[src/rtl/plct_pkg.sv]
// Shared types and codes for the piecewise-linear curve table.
`default_nettype none
package plct_pkg;

    // Default table depth
    localparam int MAX_POINTS_DEF = 16;

    // Operation codes
    localparam logic [2:0] OP_EVAL     = 3'd0;
    localparam logic [2:0] OP_INSERT   = 3'd1;
    localparam logic [2:0] OP_INS_SAMP = 3'd2;
    localparam logic [2:0] OP_REMOVE   = 3'd3;
    localparam logic [2:0] OP_REPLACE  = 3'd4;
    localparam logic [2:0] OP_SHIFT    = 3'd5;

    // Status codes
    localparam logic [2:0] ST_DONE      = 3'd0;
    localparam logic [2:0] ST_NOT_FOUND = 3'd1;
    localparam logic [2:0] ST_DUPLICATE = 3'd2;
    localparam logic [2:0] ST_FULL      = 3'd3;
    localparam logic [2:0] ST_LOST      = 3'd4;

    typedef struct packed {
        logic [2:0]         op;
        logic signed [31:0] point_x;
        logic signed [31:0] value_a;
        logic signed [31:0] value_b;
    } plct_in_t;

    typedef struct packed {
        logic signed [31:0] curve_value;
        logic [2:0]         status;
        logic [4:0]         point_count;
    } plct_out_t;

endpackage
`default_nettype wire

[src/rtl/plct_div.sv]
// Serial restoring divider: 64-bit dividend by 32-bit divisor, one quotient bit per cycle.
`default_nettype none
module plct_div
    import plct_pkg::*;
(
    input  wire logic        clk,
    input  wire logic        rst_n,
    input  wire logic        start,
    input  wire logic [63:0] dividend,
    input  wire logic [31:0] divisor,
    output logic             done,
    output logic [31:0]      quotient
);

    logic        busy_reg;
    logic [5:0]  cnt_reg;
    logic [31:0] rem_reg;
    logic [31:0] low_reg;
    logic [31:0] div_reg;
    logic        done_reg;
    logic [32:0] trial;
    logic        fits;

    // Trial subtract of the divisor from the shifted remainder
    assign trial = {rem_reg, low_reg[31]};
    assign fits  = (trial >= {1'b0, div_reg});

    always_ff @(posedge clk or negedge rst_n)
    begin
        if (!rst_n)
        begin
            busy_reg <= 1'b0;
            cnt_reg  <= '0;
            rem_reg  <= '0;
            low_reg  <= '0;
            div_reg  <= '0;
            done_reg <= 1'b0;
        end
        else
        begin
            done_reg <= 1'b0;
            if (start)
            begin
                // High half is below the divisor, so the quotient fits 32 bits
                busy_reg <= 1'b1;
                cnt_reg  <= '0;
                rem_reg  <= dividend[63:32];
                low_reg  <= dividend[31:0];
                div_reg  <= divisor;
            end
            else if (busy_reg)
            begin
                if (fits)
                    rem_reg <= 32'(trial - {1'b0, div_reg});
                else
                    rem_reg <= trial[31:0];
                low_reg <= {low_reg[30:0], fits};
                cnt_reg <= cnt_reg + 6'd1;
                if (cnt_reg == 6'd31)
                begin
                    busy_reg <= 1'b0;
                    done_reg <= 1'b1;
                end
            end
        end
    end

    assign done     = done_reg;
    assign quotient = low_reg;

endmodule
`default_nettype wire

[config.mk]
export PLATFORM = sky130hd
export DESIGN_NAME = plct_div
export DESIGN_NICKNAME = d
export VERILOG_FILES = /design/src/rtl/plct_pkg.sv /design/src/rtl/plct_div.sv
export SDC_FILE = /design/constraint.sdc
export NUM_CORES = 1
export LEC_CHECK = 0
export BUFFER_PORTS_ARGS = -buffer_cell sky130_fd_sc_hd__buf_2
export CAP_MARGIN = 20
export CORE_UTILIZATION = 40
export DETAILED_ROUTE_END_ITERATION = 12
export PLACE_DENSITY = 0.63
export SETUP_SLACK_MARGIN = 0.2
export SYNTH_ARGS = -nofsm -noshare
export SYNTH_HDL_FRONTEND = slang
export SYNTH_SLANG_ARGS = --single-unit
[constraint.sdc]
create_clock -name clk -period 4.6 [get_ports clk]
set_input_delay 1.15 -clock clk [delete_from_list [all_inputs] [get_ports clk]]
set_output_delay 1.15 -clock clk [all_outputs]
set_load 0.01 [all_outputs]
==> results of run 1 <==
area by class of cell:
type	count	area (um2)
clock buffer	10	229
clock inverter	6	73.8
fill	1618	8710
inverter	46	173
multi-input combinational	586	3730
sequential	104	2600
tap	220	275
timing repair buffer	138	729
routing by layer:
metal	vias to the layer above	global-route usage (%)
li1	2989	-
met1	2725	27.1
met2	130	31.5
met3	16	6.07
met4	4	3.94
met5	-	0
placed cells by master, fill, tap and decap left out, types with 3 or more instances in the layout:
cell,n
buf_2,129
nand2_1,105
dfrtp_1,103
o21ai_0,101
a21oi_1,64
mux2i_1,52
inv_1,45
nor2_1,40
ha_1,33
xnor2_1,18
nor3_1,17
nor3b_1,15
nand4_1,12
xor2_1,12
clkbuf_16,9
nand3_1,8
o21a_1,8
nand2b_1,7
o21ai_1,7
buf_4,7
o211ai_1,6
a21o_1,6
o31ai_1,6
nor4_1,5
o21bai_1,5
a221oi_1,5
a211oi_1,4
a2bb2oi_1,4
o221ai_1,4
a31oi_1,3
and4_1,3
and3_1,3
power breakdown:
part	internal [mW]	switching, mW
registers	1.11	0.143
clock network	0.431	0.372
logic	1.02	1.38
kinds of logic after synthesis:
group / after synthesis
AOI/OAI and AO/OA: 239
xor gates and xnor gates: 30
adders and majority gates: 34
buffers and inverters: 97
DFF: 104
muxes: 53
and+or+nand+nor: 230
through the flow:
stage          total power, mW  area (um2)
5_1_grt                   4.86        7820
4_1_cts                   4.48        7820
6_report                  4.45        7820
3_5_place_dp              3.66        7510
3_3_place_gp              3.64        7510
2_1_floorplan             3.16        6740
final timing paths:
check | from | end | slack [ps]
max in group asynchronous | rst_n | quotient[21] | 3080
min | cnt_reg[5] | done | 470
max reg2reg | rem_reg[23] | rem_reg[14] | 1250
min reg2reg | cnt_reg[5] | done | 470
min in group asynchronous | rst_n | div_reg[14] | 800
max | rem_reg[23] | rem_reg[14] | 1250
==> results.toml, run 1 <==
[synth]
yosys_register_bits = 104
synthTopCellsByCount = "nand2_1, dfrtp_1, o21ai_0"
synth_compound_area_share_pct = 20.8
synth-edff-count = 0
synthDominantCellAreaShare_pct = 38.6
synth_fa_ha_area_share_pct = 6.42
synth_top_cells_by_area = "dfrtp_1, mux2i_1, o21ai_0"
synth_top_family_by_area = "compound AO/OA/AOI/OAI gates"
ys_types = 63
synthMostInstantiatedCell = "nand2_1"
ys_seq_area_share_pct = 38.6
ys_async_sr_fraction_pct = 100
synthSimpleGateAreaFrac_pct = 16.4
ys_dominant_reg_cell = "dfrtp_1"
synthesis.nets = 920
synth_xor_area_share_pct = 3.90
yosys_warnings = 0
syn-cell-area_mm2 = 0.00674
syn_area_per_cell_um2 = 8.57
synth_mux_area_share_pct = 7.88
synthCells = 787
synth_area_leader_cell = "dfrtp_1"

[floorplan]
dieArea_mm2 = 0.0174
core_mm2 = 0.0165
die-width_um = 132
dieHeight_um = 132
ios = 132
fp-row-count = 47
start_util_pct = 40.8

[routing]
wl_met3_um = 1040
vias = 5864
drt_iter0_drc = 325
topRoutingLayerUsed = "met5"
detail_route.wl_per_cell_um = 14.9
drt_pass1_iterations = 4
met1_length_um = 7960
ant_nets = 0
viasPerCell = 5.28
totalWireLength_um = 16500
drcViolationCount = 0
wl_met2_um = 7360

[setup_path]
cp.buffers_inverters = 1
critPathLaunchType = "flop"
worstPathMaxFanout = 17
cp.required_ps = 4850
max_stage_delay_ps = 570
r2r_cells = 10
cp.depth = 10
critPathCaptureType = "flop"
critical_path_class = "reg2reg"
path_cells = "ha_1 > a21oi_1 > o21ai_1 > a31oi_1 > nor3_1 > nor4_2 > nand2_1 > buf_4 > mux2i_1 > a221oi_1"
crit_family = "simple AND/OR/NAND/NOR gates"
arrival_ps = 3600
slowest_stage = "nand2_1"

[run_status]
status = "finished clean"

[sta]
relSlewSlack_pct = 45.8
tightest_slew_ps = 813
timing.hold.ws_ps = 474
fmax_mhz = 299
tns_ps = 0
finalHoldViolCount = 0
rsz0062_at_grt = "no"
fin_skew_ps = 15.6
setup-violations-final = 0
slew_viol_final = 0
setup_ws_ps = 1250
period_needed_ps = 3350
period_share_pct = 72.8

[final_layout]
drive_gt1_share_pct = 18.4
instances_no_fill = 1110
final_core_util_pct = 47.3
area_growth_pct = 15.9
final_nets = 1018
diodes = 0

[power_and_ir_drop]
power_density_mw_per_mm2 = 569
leakage_nw = 3.85
ir_drop_mv = 0.313

[global_routing]
gr-total-overflow = 0
grt_pass1_wl_um = 28200
grt_use_total_pct = 20.0
antenna_found_initial = 3
grt_max_degree = 90
grt_pass1_vias = 5688

[clocking]
clk_pin_slew_ps = 80
ctsRootBufferMaster = "clkbuf_16"
cts_tree = "done"
cts_setup_buffers = 0
cts_max_path_buffers = 2
cts_buffers = 9
clock_latency_ps = 360
clock-sinks = 104
holdBufCountCts = 0
ctsResizeCount = 0
htreeDepth = 3

[placed_design]
dp.cells = 1094
port_buffers = 131
gp_congestion = 0.900
hpwlAfterDp_um = 12200
dp_worst_setup_slack_ps = 1190

[min_path]
whs_path_depth = 1
worstHoldPathType = "reg2reg"

[run]
drv_cap = 0
Power figures use the tool's default switching activity.
==> inputs of run 2 (changes only) <==
- ABC_AREA: unset -> 1
- clock period: 4.6 -> 3.3 ns (I/O delays scaled with it)
==> run 2 against run 1 <==
Sequential cell count is the same. Non-clock buffer count is the same. Register-to-register slack lost 710 ps. Final cell count grew 20%. Die area grew 3.9%. Setup slack lost 710 ps. Largest power group unchanged. Sequential share of layout area shrank 1.6 points. Combinational power grew 54%. Hold slack gained 16 ps.
==> results.toml, run 2 <==
[run_status]
status = "finished clean"

[global_routing]
antenna_found_initial = 0
gr-total-overflow = 0
grt_pass1_vias = 6502
grt_use_total_pct = 23.8
grt_pass1_wl_um = 33600
grt_max_degree = 89

[power_and_ir_drop]
sw_frac_of_total_pct = 47.6
power_density_mw_per_mm2 = 808
internal_power_mw = 3.47
leakage_nw = 4.30
seq_power_share_pct = 26.7
finalPower_mw = 6.63
p_comb_share_pct = 55.6
clkPwrFrac_pct = 17.7
ir_drop_mv = 0.309
p_sw_mw = 3.16

[clocking]
clock_latency_ps = 360
cts_tree = "done"
ctsRootBufferMaster = "clkbuf_16"
cts_max_path_buffers = 2
cts_setup_buffers = 0
clk_pin_slew_ps = 80
ctsResizeCount = 0
holdBufCountCts = 0
clock-sinks = 104
htreeDepth = 3
cts_buffers = 9

[sta]
fmax_mhz = 363
fin_skew_ps = 9.70
period_needed_ps = 2750
slew_viol_final = 0
rsz0062_at_grt = "no"
finalHoldViolCount = 0
tns_ps = 0
setup-violations-final = 0
relSlewSlack_pct = 48.9
tightest_slew_ps = 766
period_share_pct = 83.5

[setup_path]
critical_path_class = "reg2reg"
critPathCaptureType = "flop"
worstPathMaxFanout = 57
max_stage_delay_ps = 470
path_cells = "ha_1 > nand2_1 > nor3_1 > nand2_1 > nor2_1 > nor2_4 > nand2_4 > nand2_1 > nand2_1 > o21ai_1 > nand2_1"
cp.required_ps = 3600
slowest_stage = "nand2_4"
critPathLaunchType = "flop"
crit_top_cell = "nand2_1"
arrival_ps = 3050

[routing]
vias = 6756
drcViolationCount = 0
viasPerCell = 5.05
totalWireLength_um = 20400
ant_nets = 0
detail_route.wl_per_cell_um = 15.3
drt_pass1_iterations = 5
drt_iter0_drc = 420

[floorplan]
start_util_pct = 40.8
dieHeight_um = 134
fp-row-count = 48
ios = 132
core_mm2 = 0.0172
dieArea_mm2 = 0.0181
die-width_um = 134

[synth]
syn_area_per_cell_um2 = 7.08
yosys_warnings = 0
ys_async_sr_fraction_pct = 100
syn-cell-area_mm2 = 0.00701
ys_types = 43
synth-edff-count = 0
synthMostInstantiatedCell = "nand2_1"
synthCells = 990
yosys_register_bits = 104
synth_top_cells_by_area = "dfrtp_1, nand2_1, inv_1"
synthesis.nets = 1123
ys_seq_area_share_pct = 37.1
synthDominantCellAreaShare_pct = 37.1
synthTopCellsByCount = "nand2_1, inv_1, dfrtp_1"
synth_area_leader_cell = "dfrtp_1"
ys_dominant_reg_cell = "dfrtp_1"

[final_layout]
diodes = 0
final_core_util_pct = 47.7
final_common_cell = "nand2_1"
final_nets = 1240
drive_gt1_share_pct = 16.8
layout_common_cells = "nand2_1, inv_1, buf_2, dfrtp_1, nor2_1"
area_growth_pct = 17.0

[placed_design]
hpwlAfterDp_um = 15600
gp_congestion = 0.953
port_buffers = 131

[run]
drv_cap = 0

[min_path]
worstHoldPathType = "reg2reg"
[run 2: final timing paths]
path                              from          end  slack (ps)  cells past startpoint
min reg2reg                 cnt_reg[5]         done         490                      1
max in group asynchronous        rst_n     busy_reg        2100                      2
max                        rem_reg[28]  rem_reg[31]         550                     11
min                         cnt_reg[5]         done         490                      1
min in group asynchronous        rst_n   rem_reg[9]         520                      1
max reg2reg                rem_reg[28]  rem_reg[31]         550                     11
[run 2: logic make-up after synthesis]
group,Yosys count,share of synthesized area [%]
DFF,104,37.1
adders and majority gates,34,6.18
and+or+nand+nor,492,29.6
AOI/OAI and AO/OA,177,15.7
buffers and inverters,168,9.50
xor gates and xnor gates,15,1.87
[run 2: worst max-delay path, delay by kind of cell, from the launching register on]
kind | cells | cell delay [ps]
adders and majority gates | 1 | 360
and+or+nand+nor | 9 | 1840
DFF | 1 | 400
AOI/OAI and AO/OA | 1 | 70
[run 2: power groups by stage]
stage	registers [mW]	logic (mW)	clock network, mW
detailed placement	1.79	3.67	0
floorplan	1.75	2.84	0
global placement	1.78	3.67	0
CTS	1.77	3.69	1.19
global route	1.81	4.21	1.25
finish	1.77	3.69	1.17
[run 2: metal layers]
layer / vias to the layer above / track usage (%) / share of wire, %
met4: 0 / 6.49 / 1.5
met3: 19 / 4.69 / 6.3
met2: 188 / 38.1 / 45
li1: 3450 / - / -
met1: 3099 / 32.7 / 47
met5: - / 0 / 0
[run 2: cell type report]
type	count	area, um2
fillers	1831	8970
multi-input cells	718	3750
flip-flops and latches	104	2600
repair buffers	138	738
inverters	136	510
well taps	225	282
clock buffers	9	225
clock inverters	7	92.6
[run 2: through the flow]
stage	worst slack (ps)	cell area, um2	cells	hold slack [ps]
finish	546	8200	1337	490
global route	270	8200	1337	524
CTS	528	8200	1337	487
detailed placement	558	7880	1321	478
global placement	524	7880	1321	474
floorplan	1220	7010	990	445
